[src/design/sfr_pkg.sv]
package sfr_pkg;

    localparam int unsigned ByteW = 8;

    // result kinds carried on m_tuser
    typedef enum logic [1:0] {
        KIND_DATA   = 2'd0,
        KIND_GOOD   = 2'd1,
        KIND_BADSUM = 2'd2,
        KIND_BADLEN = 2'd3
    } kind_t;

    // one result item
    typedef struct packed {
        logic [ByteW-1:0] frame_length;
        logic [ByteW-1:0] data;
        kind_t            kind;
    } result_t;

    // handshake between input register and frame core
    typedef struct packed {
        logic             valid;
        logic [ByteW-1:0] rx_byte;
    } in_item_t;

endpackage

[src/design/serial_frame_receiver_dual_sum_top.sv]
// Channel   Dir  Signals                        Contents (low bit first)
// s_        in   s_tvalid s_tready s_tdata      tdata[7:0] rx_byte
// m_        out  m_tvalid m_tready m_tdata      tdata[7:0] data, [15:8] frame_length
//                m_tuser                        tuser[1:0] kind
// cfg_      in   cfg_valid cfg_ready cfg_data   cfg_data[7:0] start_byte
//
// One request per cycle sustained while m_ is not stalled. An accepted byte
// sits in the input register; its result (if any) then passes through the
// frame core into the output register. The rate is set by the single pass
// through the frame core between those two registers.
// rst_n (async, active low) clears phase, sums, counters, start_byte and
// both valid flags. A stalled m_ side holds its result; s_tready stays high
// while the input register is empty, so one more byte is taken during a stall.
// cfg_ready is always high; start_byte changes take effect at the next hunt.
module serial_frame_receiver_dual_sum_top (
    input  logic                      clk,
    input  logic                      rst_n,
    input  logic                      s_tvalid,
    output logic                      s_tready,
    input  logic [7:0]                s_tdata,   // [7:0] rx_byte
    output logic                      m_tvalid,
    input  logic                      m_tready,
    output logic [15:0]               m_tdata,   // [7:0] data, [15:8] frame_length
    output logic [1:0]                m_tuser,   // [1:0] kind
    input  logic                      cfg_valid,
    output logic                      cfg_ready,
    input  logic [sfr_pkg::ByteW-1:0] cfg_data   // [7:0] start_byte
);
    import sfr_pkg::*;

    in_item_t item;
    logic     take;
    result_t  res;

    // input register: decouples s_ from the output stall
    sfr_in_stage u_in (
        .clk      (clk),
        .rst_n    (rst_n),
        .s_tvalid (s_tvalid),
        .s_tready (s_tready),
        .s_tdata  (s_tdata),
        .take     (take),
        .item     (item)
    );

    // frame state machine, dual checksum and result register
    sfr_frame_core u_core (
        .clk       (clk),
        .rst_n     (rst_n),
        .cfg_valid (cfg_valid),
        .cfg_ready (cfg_ready),
        .cfg_data  (cfg_data),
        .item      (item),
        .take      (take),
        .res_valid (m_tvalid),
        .res_ready (m_tready),
        .res       (res)
    );

    assign m_tdata = {res.frame_length, res.data};
    assign m_tuser = res.kind;

endmodule

[src/design/sfr_in_stage.sv]
module sfr_in_stage (
    input  logic                    clk,
    input  logic                    rst_n,
    input  logic                    s_tvalid,
    output logic                    s_tready,
    input  logic [sfr_pkg::ByteW-1:0] s_tdata,
    input  logic                    take,
    output sfr_pkg::in_item_t       item
);
    import sfr_pkg::*;

    logic             valid_reg;
    logic             valid_next;
    logic [ByteW-1:0] byte_reg;

    // empty slot, or the held byte leaves this cycle
    assign s_tready = !valid_reg || take;

    always_comb
    begin
        valid_next = valid_reg;
        if (s_tvalid && s_tready)
        begin
            valid_next = 1'b1;
        end
        else if (take)
        begin
            valid_next = 1'b0;
        end
    end

    always_ff @(posedge clk or negedge rst_n)
    begin
        if (!rst_n)
        begin
            valid_reg <= 1'b0;
        end
        else
        begin
            valid_reg <= valid_next;
        end
    end

    always_ff @(posedge clk)
    begin
        if (s_tvalid && s_tready)
        begin
            byte_reg <= s_tdata;
        end
    end

    assign item.valid   = valid_reg;
    assign item.rx_byte = byte_reg;

endmodule

[src/design/sfr_frame_core.sv]
module sfr_frame_core (
    input  logic                      clk,
    input  logic                      rst_n,
    input  logic                      cfg_valid,
    output logic                      cfg_ready,
    input  logic [sfr_pkg::ByteW-1:0] cfg_data,
    input  sfr_pkg::in_item_t         item,
    output logic                      take,
    output logic                      res_valid,
    input  logic                      res_ready,
    output sfr_pkg::result_t          res
);
    import sfr_pkg::*;

    typedef enum logic [2:0] {
        PH_HUNT = 3'd0,
        PH_LEN  = 3'd1,
        PH_DATA = 3'd2,
        PH_CK1  = 3'd3,
        PH_CK2  = 3'd4
    } phase_t;

    phase_t           phase_reg,    phase_next;
    logic [ByteW-1:0] start_reg;
    logic [ByteW-1:0] exp_len_reg,  exp_len_next;
    logic [ByteW-1:0] seen_reg,     seen_next;
    logic [ByteW-1:0] sum1_reg,     sum1_next;
    logic [ByteW-1:0] sum2_reg,     sum2_next;
    logic             ck1_ok_reg,   ck1_ok_next;
    logic             out_vld_reg,  out_vld_next;
    result_t          out_reg;

    logic             emit;
    result_t          emit_res;
    logic [ByteW-1:0] b;
    logic [ByteW-1:0] sum1_add;
    logic [ByteW-1:0] seen_inc;
    logic [ByteW:0]   seen_end;

    assign cfg_ready = 1'b1;
    assign b         = item.rx_byte;
    assign take      = item.valid && (!out_vld_reg || res_ready);

    assign sum1_add = sum1_reg + b;
    assign seen_inc = seen_reg + 8'd1;
    assign seen_end = {1'b0, seen_inc} + 9'd2;

    always_comb
    begin
        phase_next   = phase_reg;
        exp_len_next = exp_len_reg;
        seen_next    = seen_reg;
        sum1_next    = sum1_reg;
        sum2_next    = sum2_reg;
        ck1_ok_next  = ck1_ok_reg;
        emit                  = 1'b0;
        emit_res.kind         = KIND_DATA;
        emit_res.data         = '0;
        emit_res.frame_length = exp_len_reg;
        unique case (phase_reg)
            PH_LEN:
            begin
                exp_len_next          = b;
                seen_next             = 8'd2;
                emit_res.frame_length = b;
                if (b < 8'd4)
                begin
                    phase_next    = PH_HUNT;
                    emit          = 1'b1;
                    emit_res.kind = KIND_BADLEN;
                end
                else
                begin
                    sum1_next  = sum1_add;
                    sum2_next  = sum2_reg + sum1_add;
                    phase_next = (b == 8'd4) ? PH_CK1 : PH_DATA;
                end
            end
            PH_DATA:
            begin
                sum1_next = sum1_add;
                sum2_next = sum2_reg + sum1_add;
                seen_next = seen_inc;
                if (seen_end >= {1'b0, exp_len_reg})
                begin
                    phase_next = PH_CK1;
                end
                emit          = 1'b1;
                emit_res.kind = KIND_DATA;
                emit_res.data = b;
            end
            PH_CK1:
            begin
                ck1_ok_next = (b == sum1_reg);
                seen_next   = seen_inc;
                phase_next  = PH_CK2;
            end
            PH_CK2:
            begin
                seen_next     = seen_inc;
                phase_next    = PH_HUNT;
                emit          = 1'b1;
                emit_res.kind = (ck1_ok_reg && b == sum2_reg) ? KIND_GOOD : KIND_BADSUM;
            end
            default:
            begin
                // hunt; stray encodings fall back here
                phase_next = PH_HUNT;
                if (b == start_reg)
                begin
                    phase_next  = PH_LEN;
                    seen_next   = 8'd1;
                    sum1_next   = '0;
                    sum2_next   = '0;
                    ck1_ok_next = 1'b0;
                end
            end
        endcase
    end

    always_comb
    begin
        out_vld_next = out_vld_reg;
        if (take)
        begin
            out_vld_next = emit;
        end
        else if (res_ready)
        begin
            out_vld_next = 1'b0;
        end
    end

    always_ff @(posedge clk or negedge rst_n)
    begin
        if (!rst_n)
        begin
            phase_reg   <= PH_HUNT;
            start_reg   <= '0;
            exp_len_reg <= '0;
            seen_reg    <= '0;
            sum1_reg    <= '0;
            sum2_reg    <= '0;
            ck1_ok_reg  <= 1'b0;
            out_vld_reg <= 1'b0;
        end
        else
        begin
            if (cfg_valid && cfg_ready)
            begin
                start_reg <= cfg_data;
            end
            if (take)
            begin
                phase_reg   <= phase_next;
                exp_len_reg <= exp_len_next;
                seen_reg    <= seen_next;
                sum1_reg    <= sum1_next;
                sum2_reg    <= sum2_next;
                ck1_ok_reg  <= ck1_ok_next;
            end
            out_vld_reg <= out_vld_next;
        end
    end

    always_ff @(posedge clk)
    begin
        if (take && emit)
        begin
            out_reg <= emit_res;
        end
    end

    assign res_valid = out_vld_reg;
    assign res       = out_reg;

endmodule

[config.mk]
export PLATFORM = sky130hd
export DESIGN_NAME = serial_frame_receiver_dual_sum_top
export DESIGN_NICKNAME = d
export VERILOG_FILES = /design/src/design/sfr_pkg.sv /design/src/design/serial_frame_receiver_dual_sum_top.sv /design/src/design/sfr_in_stage.sv /design/src/design/sfr_frame_core.sv
export SDC_FILE = /design/constraint.sdc
export NUM_CORES = 1
export LEC_CHECK = 0
export BUFFER_PORTS_ARGS = -buffer_cell sky130_fd_sc_hd__buf_4
export CORE_ASPECT_RATIO = 0.5
export CORE_MARGIN = 1
export CORE_UTILIZATION = 30
export DETAILED_ROUTE_END_ITERATION = 12
export SETUP_SLACK_MARGIN = 0.4
export SYNTH_ARGS = -nofsm -noshare
export SYNTH_HDL_FRONTEND = slang
export SYNTH_SLANG_ARGS = --single-unit
[constraint.sdc]
create_clock -name clk -period 3.9 [get_ports clk]
set_input_delay 0.39 -clock clk [delete_from_list [all_inputs] [get_ports clk]]
set_output_delay 0.39 -clock clk [all_outputs]
set_load 0.01 [all_outputs]
; Yosys cells after proc, flatten, opt, wreduce, memory -nomap -nowiden
; Cells that the tools add are included.
[op_classes]
addsub = 4
order_cmp = 2
n_eq_ne = 10
muxes = 24
bitwise = 2
reduce_logical = 21
[op_table]
columns = cell, n
row1 = 8-bit case mux with 3 select lines, 2
row2 = 8-bit two-way mux, 5
row3 = 8-bit equality test, 3
row4 = 8-bit adder, 2
row5 = 8-bit case mux with 2 select lines, 1
row6 = 3-bit case mux with 4 select lines, 1
row7 = "8-bit by 2-bit adder with 9-bit output, second input constant", 1
row8 = 9-bit by 8-bit >= comparator with 1-bit output, 1
row9 = "8-bit by 1-bit adder with 8-bit output, second input constant", 1
row10 = "8-bit by 3-bit equality test with 1-bit output, second input constant", 1
row11 = "8-bit by 3-bit less-than comparator with 1-bit output, second input constant", 1
row12 = 1-bit two-way mux, 8
row13 = "3-bit by 2-bit equality test with 1-bit output, second input constant", 2
row14 = 3-bit two-way mux, 2
row15 = 2-bit nonzero test, 3
row16 = 3-bit nonzero test, 2
row17 = 3-bit OR reduction, 2
row18 = 1-bit logical AND, 4
row19 = 2-bit two-way mux, 2
row20 = 1-bit case mux with 2 select lines, 2
row21 = 2-bit case mux with 2 select lines, 1
row22 = 2-bit AND reduction, 2
row23 = 4-bit AND reduction, 1
row24 = 2-bit OR reduction, 2
row25 = other kinds (8), 11
[word_totals]
reg_bits = 72
in_bits = 21
out_inout_bits = 21
wordCells = 76

; Depth between registers and ports, before layout
; Gate-level depths: netlist of run 1.
[logic_depth]
word_depth = 6
mapped_depth = 16

; Hierarchy
; From an unflattened synthesis of run 1, not the netlist that was laid out.
[hier_totals]
cells_unflattened = 409
area_unflattened_um2 = 4190.3
[by_module_without_submodules]
columns = module, instances, cells_per_inst, area_each_um2, seq_area_each_um2
row1 = sfr_frame_core, 1, 396, 3888.7, 1666.6
row2 = sfr_in_stage, 1, 13, 301.5, 265.3

; Least setup slack after synthesis of run 1
; Ideal clock, no wire load.
[synth_timing]
kind = register -> register
start = reg u_in.byte_reg[0]
end = reg u_core.sum2_reg[7]
arrival_time_ps = 2867
slack_ps = 905
path_stages_with_launch = 15
n_path_buf = 0
synth_period_minus_slack_ps = 2995
cell_sequence = edfxtp_1 -> ha_1 -> inv_1 -> fa_1 -> nor2b_1 -> o21ai_0 -> a21boi_0 -> o21ai_0 -> a21boi_0 -> nor2_1 -> ha_1 -> o41ai_1 -> xnor3_1 -> a21oi_1 -> o22ai_1
[synth_between]
elab_chain_len = 4
elab_cells_between_ends = 9
[synth_rtl]
columns = item, line
row1 = from (decl), sfr_in_stage.sv:14  ; logic [ByteW-1:0] byte_reg;
row2 = from (signal assigned), sfr_in_stage.sv:48  ; byte_reg <= s_tdata;
row3 = 8-bit adder, sfr_frame_core.sv:44  ; assign sum1_add = sum1_reg + b;
row4 = 8-bit adder, "sfr_frame_core.sv:75, sfr_frame_core.sv:82"
row5 = 8-bit two-way mux, sfr_frame_core.sv:66  ; if (b < 8'd4)
row6 = 8-bit case mux with 3 select lines, sfr_frame_core.sv:60  ; unique case (phase_reg)
row7 = to (signal assigned), sfr_frame_core.sv:159  ; sum2_reg <= sum2_next;
row8 = to (decl), sfr_frame_core.sv:28  ; logic [ByteW-1:0] sum2_reg, sum2_next;
; Parallel ways exist; a longest one is shown, timed or not. The select of a mux whose other input is x is not followed.
; A chain may end at the register's enable or synchronous reset.

; Worst setup path after layout of run 1
[layout_timing]
start = reg u_core.seen_reg[0]
end = reg u_core.phase_reg[0]
[layout_between]
elab_chain_len = 5
[layout_rtl]
columns = item, line
row1 = from (decl), sfr_frame_core.sv:26  ; logic [ByteW-1:0] seen_reg, seen_next;
row2 = from (signal assigned), sfr_frame_core.sv:157  ; seen_reg <= seen_next;
row3 = 8-bit by 1-bit adder with 8-bit output, sfr_frame_core.sv:45  ; assign seen_inc = seen_reg + 8'd1;
row4 = 8-bit by 2-bit adder with 9-bit output, sfr_frame_core.sv:46  ; assign seen_end = {1'b0, seen_inc} + 9'd2;
row5 = 9-bit by 8-bit >= comparator with 1-bit output, sfr_frame_core.sv:84  ; if (seen_end >= {1'b0, exp_len_reg})
row6 = 2-bit by 1-bit inequality test with 1-bit output (no line), --
row7 = 2-bit AND reduction (no line), --
row8 = to (signal assigned), sfr_frame_core.sv:155  ; phase_reg <= phase_next;
row9 = to (decl), sfr_frame_core.sv:23  ; phase_t phase_reg, phase_next;
; Every way passes these cells.

==> flow_metrics.tcl, run 1 <==
set metrics [dict create \
    run_status "complete, no violations" \
    synth_cells 427 \
    clk_pin_slew_ns 0.06 \
    clock_power_share_pct 23.9 \
    row_count 30 \
    finalHoldViolCount 0 \
    maxCapViolations 0 \
    cp_max_fo 14 \
    path_delay_family "compound AO/OA/AOI/OAI gates" \
    synthFlopType "dfrtp_1" \
    final_cell_area_sq_mm 0.00524 \
    die_w_um 173 \
    grt_overflow 0 \
    most-common-layout-cells "buf_4, dfrtp_1, nand2_1, o21ai_0, edfxtp_1" \
    critPathArrivalTime_ns 3.42 \
    p_seq_share_pct 31.0 \
    syn_area_sq_mm 0.00437 \
    vias 3271 \
    cp_cell_sequence "ha_1, nand3_1, nor3b_1, a31oi_1, a21oi_1, xnor2_1, ha_1, a211o_1, o221ai_1, a21oi_1, a211oi_1, o31ai_1" \
    fin_crit_sh_pct 82.3 \
    regToRegSetupSlack_ns 0.69 \
    ys_types 66 \
    synth-edff-count 26 \
    postCtsHoldBufs 0 \
    fin_crit_ns 3.21 \
    rsz0062_at_grt "false" \
    crit_path_max_incr_delay_ns 0.57 \
    dieHeight_um 87.4 \
    clock_latency_ns 0.34 \
    fmax_mhz 312 \
    final_max_slew_viol_count 0 \
    synth_nets 474 \
    startpoint_type "flop" \
    drt-initial-drc-count 237 \
    ir_drop_uv 260 \
    r2r-start "u_core.seen_reg[0]" \
    worst-path-buf-inv 0 \
    p_leak_nw 2.14 \
    largest_register_ff_count 18 \
    synthArstFlopShare_pct 63.9 \
    slowest_stage "dfrtp_1" \
    dpl-instance-area_sq_mm 0.00484 \
    start_util_pct 31.5 \
    finalNetCount 513 \
    tns_ns 0 \
    port_buffers 40 \
    relSlewSlack_pct 58.0 \
    ys_seq_elements 72 \
    drtPass1Iterations 4 \
    setup_viol 0 \
    crit_type "flop to flop" \
    cts_tree "yes" \
    layout_commonest_cell "buf_4" \
    cp-end-kind "flop" \
    drive_above_1_share_pct 19.7 \
    die-area_sq_mm 0.0151 \
    areaGrowthSynthToFinish_pct 19.8 \
    htreeDepth 3 \
    globalplace.congestion 0.851 \
    synth_area_per_cell_sq_um 10.2 \
    rr_endpoint "u_core.phase_reg[0]" \
    p_sw_mw 1.56 \
    yosys_warnings 0 \
    grt_max_degree 47 \
    tightest_slew_ns 0.631 \
    critical_path_required_ns 4.12 \
    skew_ns 0.00655 \
    cts_root_buf "clkbuf_16" \
    clockBufferDepth 2 \
    cts_made_buffers 9 \
    power.share.switching_pct 38.1 \
    num_io_pins 42 \
    antenna_found_initial 0 \
    r2r.worst_path.cells 12 \
    wl_per_cell_um 15.3 \
    yosysSeqAreaShare_pct 44.2 \
    grtUsageTotal_pct 14.4 \
    grt_pass1_wl_um 16800 \
    drc 0 \
    hpwl_um 7280 \
    coreArea_sq_mm 0.0139 \
    p_per_area_mw_per_mm2 780 \
    p_comb_share_pct 45.1 \
    grt_pass1_vias 3179 \
    ant_nets 0 \
    internal_power_mw 2.53 \
    cts_sinks 72 \
    vias_per_cell 4.93 \
    routed_wl_um 10200 \
    cp-startpoint "u_core.seen_reg[0]" \
    min-delay-path-class "input port to asynchronous set/reset pin" \
]
==> power groups by stage <==
stage | Combinational [mW] | Clock (mW) | Sequential (mW)
detailed placement | 1.82 | 0 | 1.28
global route | 2.09 | 1.03 | 1.30
floorplan | 1.43 | 0 | 1.20
global placement | 1.80 | 0 | 1.28
finish | 1.84 | 0.977 | 1.27
CTS | 1.84 | 0.999 | 1.27
==> layer usage <==
| layer | share of wire [%] | track usage (%) |
|---|---|---|
| met5 | 0 | 0 |
| met3 | 3.0 | 3.36 |
| met1 | 50 | 19.4 |
| met4 | 0.37 | 4.18 |
| met2 | 47 | 23.1 |
==> metrics by stage <==
stage,std cells,util [%],setup slack [ns],hold WS [ns],power [mW]
final,664,37.7,0.692,0.0684,4.09
after global routing,663,37.7,0.396,0.124,4.42
after CTS,657,37.4,0.597,0.102,4.11
after detailed placement,641,34.8,0.612,0.462,3.10
after global placement,641,34.8,0.701,0.464,3.08
after floorplan,427,-,0.905,0.0944,2.63
==> layout make-up <==
type | count | area [sq um]
antenna | 1 | 2.50
clock buffer | 10 | 239
clock inverter | 6 | 115
fill | 1392 | 8650
inverter | 23 | 86.3
multi-input combinational | 311 | 2260
sequential | 72 | 1930
tap | 192 | 240
timing repair buffer | 49 | 368
==> worst max path at each step <==
stage | endpoint | slack, ns | cells past startpoint
3_5_place_dp | u_core.sum2_reg[7] | 0.61 | 14
2_1_floorplan | u_core.sum2_reg[7] | 0.91 | 14
6_report | u_core.phase_reg[0] | 0.69 | 12
5_1_grt | u_core.sum2_reg[7] | 0.40 | 14
3_3_place_gp | u_core.sum2_reg[7] | 0.70 | 14
4_1_cts | u_core.sum2_reg[7] | 0.60 | 14
==> cell usage after synthesis (all sizes together) (10+ instances only) <==
| cell | n | share of area, % |
|---|---|---|
| a21oi | 16 | 1.9 |
| and2 | 11 | 1.6 |
| clkbuf | 12 | 1.1 |
| dfrtp | 46 | 26 |
| edfxtp | 26 | 18 |
| ha | 24 | 6.9 |
| inv | 22 | 1.9 |
| mux2 | 18 | 4.6 |
| nand2 | 37 | 3.2 |
| nor2 | 22 | 1.9 |
| o21ai | 33 | 3.9 |
| o31ai | 10 | 1.8 |
| xnor2 | 25 | 5.0 |
==> logic make-up after synthesis <==
group / count (synthesis) / synth area share (%)
fa+ha+maj: 26 / 7.78
simple gates: 131 / 15.6
mux: 18 / 4.63
other cells: 1 / 0.0857
xor+xnor: 35 / 7.32
flops: 72 / 44.2
buf+inv: 44 / 4.23
compound gates: 100 / 16.2
==> what timing repair did <==
item,in CTS,in global routing
setup endpoints to repair,0,1
setup buffers,0,6
gates resized for setup,0,1
(Power assumes the default switching activity.)
==> run 2: changes to the inputs <==
Clock period 3.9 ns to 3.3 ns, I/O delays scaled along.
==> run 2 against run 1 <==
The flow now finishes with violations (hold timing). Via count is 1.0% higher. Cell area is 0.36% lower. Die area stayed put.
==> flow_metrics.tcl, run 2 (synthesis results as in run 1) <==
set metrics [dict create \
    largest_register_ff_count 18 \
    fmax_mhz 341 \
    drtPass1Iterations 4 \
    tightest_slew_ns 0.635 \
    cp_max_fo 5 \
    diodes 0 \
    ant_nets 0 \
    whs_ns -0.00133 \
    die-area_sq_mm 0.0151 \
    p_sw_mw 1.87 \
    p_leak_nw 2.12 \
    critical_path_required_ns 3.52 \
    clk_pin_slew_ns 0.06 \
    p_per_area_mw_per_mm2 897 \
    finalNetCount 516 \
    grt_pass1_vias 3279 \
    failed_checks "hold timing" \
    cts_made_buffers 9 \
    startpoint_type "flop" \
    cts_tree "yes" \
    critPathArrivalTime_ns 3.15 \
    dieHeight_um 87.4 \
    areaGrowthSynthToFinish_pct 19.4 \
    layout_commonest_cell "buf_4" \
    maxCapViolations 0 \
    relSlewSlack_pct 57.7 \
    ir_drop_uv 309 \
    num_io_pins 42 \
    tns_ns 0 \
    cp-end-kind "flop" \
    power.share.switching_pct 40.0 \
    fin_crit_ns 2.93 \
    grt_overflow 0 \
    most-common-layout-cells "buf_4, dfrtp_1, nand2_1, o21ai_0, edfxtp_1" \
    start_util_pct 31.5 \
    grt_pass1_wl_um 16900 \
    clockBufferDepth 2 \
    crit_type "flop to flop" \
    p_comb_share_pct 49.2 \
    wl_per_cell_um 15.6 \
    clock_power_share_pct 19.4 \
    grt_max_degree 47 \
    drc 0 \
    die_w_um 173 \
    rsz0062_at_grt "true" \
    fin_crit_sh_pct 88.9 \
    row_count 30 \
    p_seq_share_pct 31.4 \
    grtUsageMet1_pct 19.3 \
    htreeDepth 3 \
    use_met2_pct 23.3 \
    antenna_found_initial 0 \
    clock_latency_ns 0.34 \
    hpwl_um 7400 \
    port_buffers 40 \
    skew_ns 0.00731 \
    finalHoldViolCount 3 \
    globalplace.congestion 0.833 \
    vias 3305 \
    coreArea_sq_mm 0.0139 \
    final_max_slew_viol_count 0 \
    min-delay-path-class "input port to asynchronous set/reset pin" \
    internal_power_mw 2.81 \
    vias_per_cell 4.97 \
    top_usage_layer "met2" \
    cts_root_buf "clkbuf_16" \
    grt_use_met3_pct 3.66 \
    postCtsHoldBufs 0 \
    setup_viol 0 \
    drive_above_1_share_pct 22.0 \
    grtUsageTotal_pct 14.6 \
    drt-initial-drc-count 214 \
    cts_sinks 72 \
    routed_wl_um 10400 \
    run_status "complete, but fails checks" \
]
==> run 2: metrics by stage <==
step | util [%] | cells | total power, mW | instance area (sq um) | setup WS [ns]
2_1_floorplan | - | 427 | 3.13 | 4380 | 0.417
3_3_place_gp | 35.2 | 647 | 3.67 | 4890 | 0.353
3_5_place_dp | 35.2 | 647 | 3.71 | 4890 | 0.228
4_1_cts | 37.3 | 662 | 4.67 | 5180 | 0.407
5_1_grt | 37.6 | 665 | 5.05 | 5220 | 0.137
6_report | 37.6 | 665 | 4.68 | 5220 | 0.367
==> run 2: worst max-delay path, cell delays in order, from the launching register on <==
cell      delay, ns
edfxtp_1       0.36
ha_1           0.17
inv_1          0.05
fa_2           0.35
nor2b_1        0.15
o21ai_1        0.09
a21boi_1       0.18
nor2_1         0.09
ha_1           0.33
nand3_1        0.09
o211ai_1       0.11
o41ai_2        0.27
xnor3_1        0.30
a21oi_1        0.15
o22ai_1        0.11
==> run 2: worst paths after layout <==
check                                    from                  to  slack [ns]  cells past startpoint
setup / recovery             u_in.byte_reg[0]  u_core.sum2_reg[7]        0.37                     14
hold / removal                          rst_n  u_core.seen_reg[7]      -0.001                      1
setup reg to reg             u_in.byte_reg[0]  u_core.sum2_reg[7]        0.37                     14
hold reg to reg            u_core.sum1_reg[6]  u_core.sum1_reg[6]        0.50                      2
max in group asynchronous               rst_n  u_core.seen_reg[1]        2.84                      1
min in group clk                   s_tdata[3]    u_in.byte_reg[3]        0.17                      1
==> run 2: power groups by stage <==
stage,combinational (mW),clock (mW),sequential [mW]
after floorplan,1.70,0,1.42
after global placement,2.19,0,1.48
after detailed placement,2.23,0,1.49
after CTS,2.27,0.923,1.48
after global routing,2.58,0.956,1.51
final,2.30,0.906,1.47
==> run 2: timing repair <==
| item | in CTS | in global routing |
|---|---|---|
| pin swaps | 3 | 1 |
| buffers inserted | 0 | 3 |
| gates resized for setup | 6 | 6 |
| setup endpoints to repair | 3 | 3 |
==> run 2: layout make-up <==
class,count,area (sq um)
clock inverters,5,33.8
inverters,23,86.3
well taps,192,240
clock buffers,10,239
multi-input cells,311,2300
flip-flops and latches,72,1930
fillers,1428,8670
repair buffers,52,390
==> run 2: per-layer routing <==
layer	part of all wire [%]	vias up
met2	46	50
met3	4.1	8
met4	0.98	0
met1	49	1624
met5	0	-
li1	-	1623
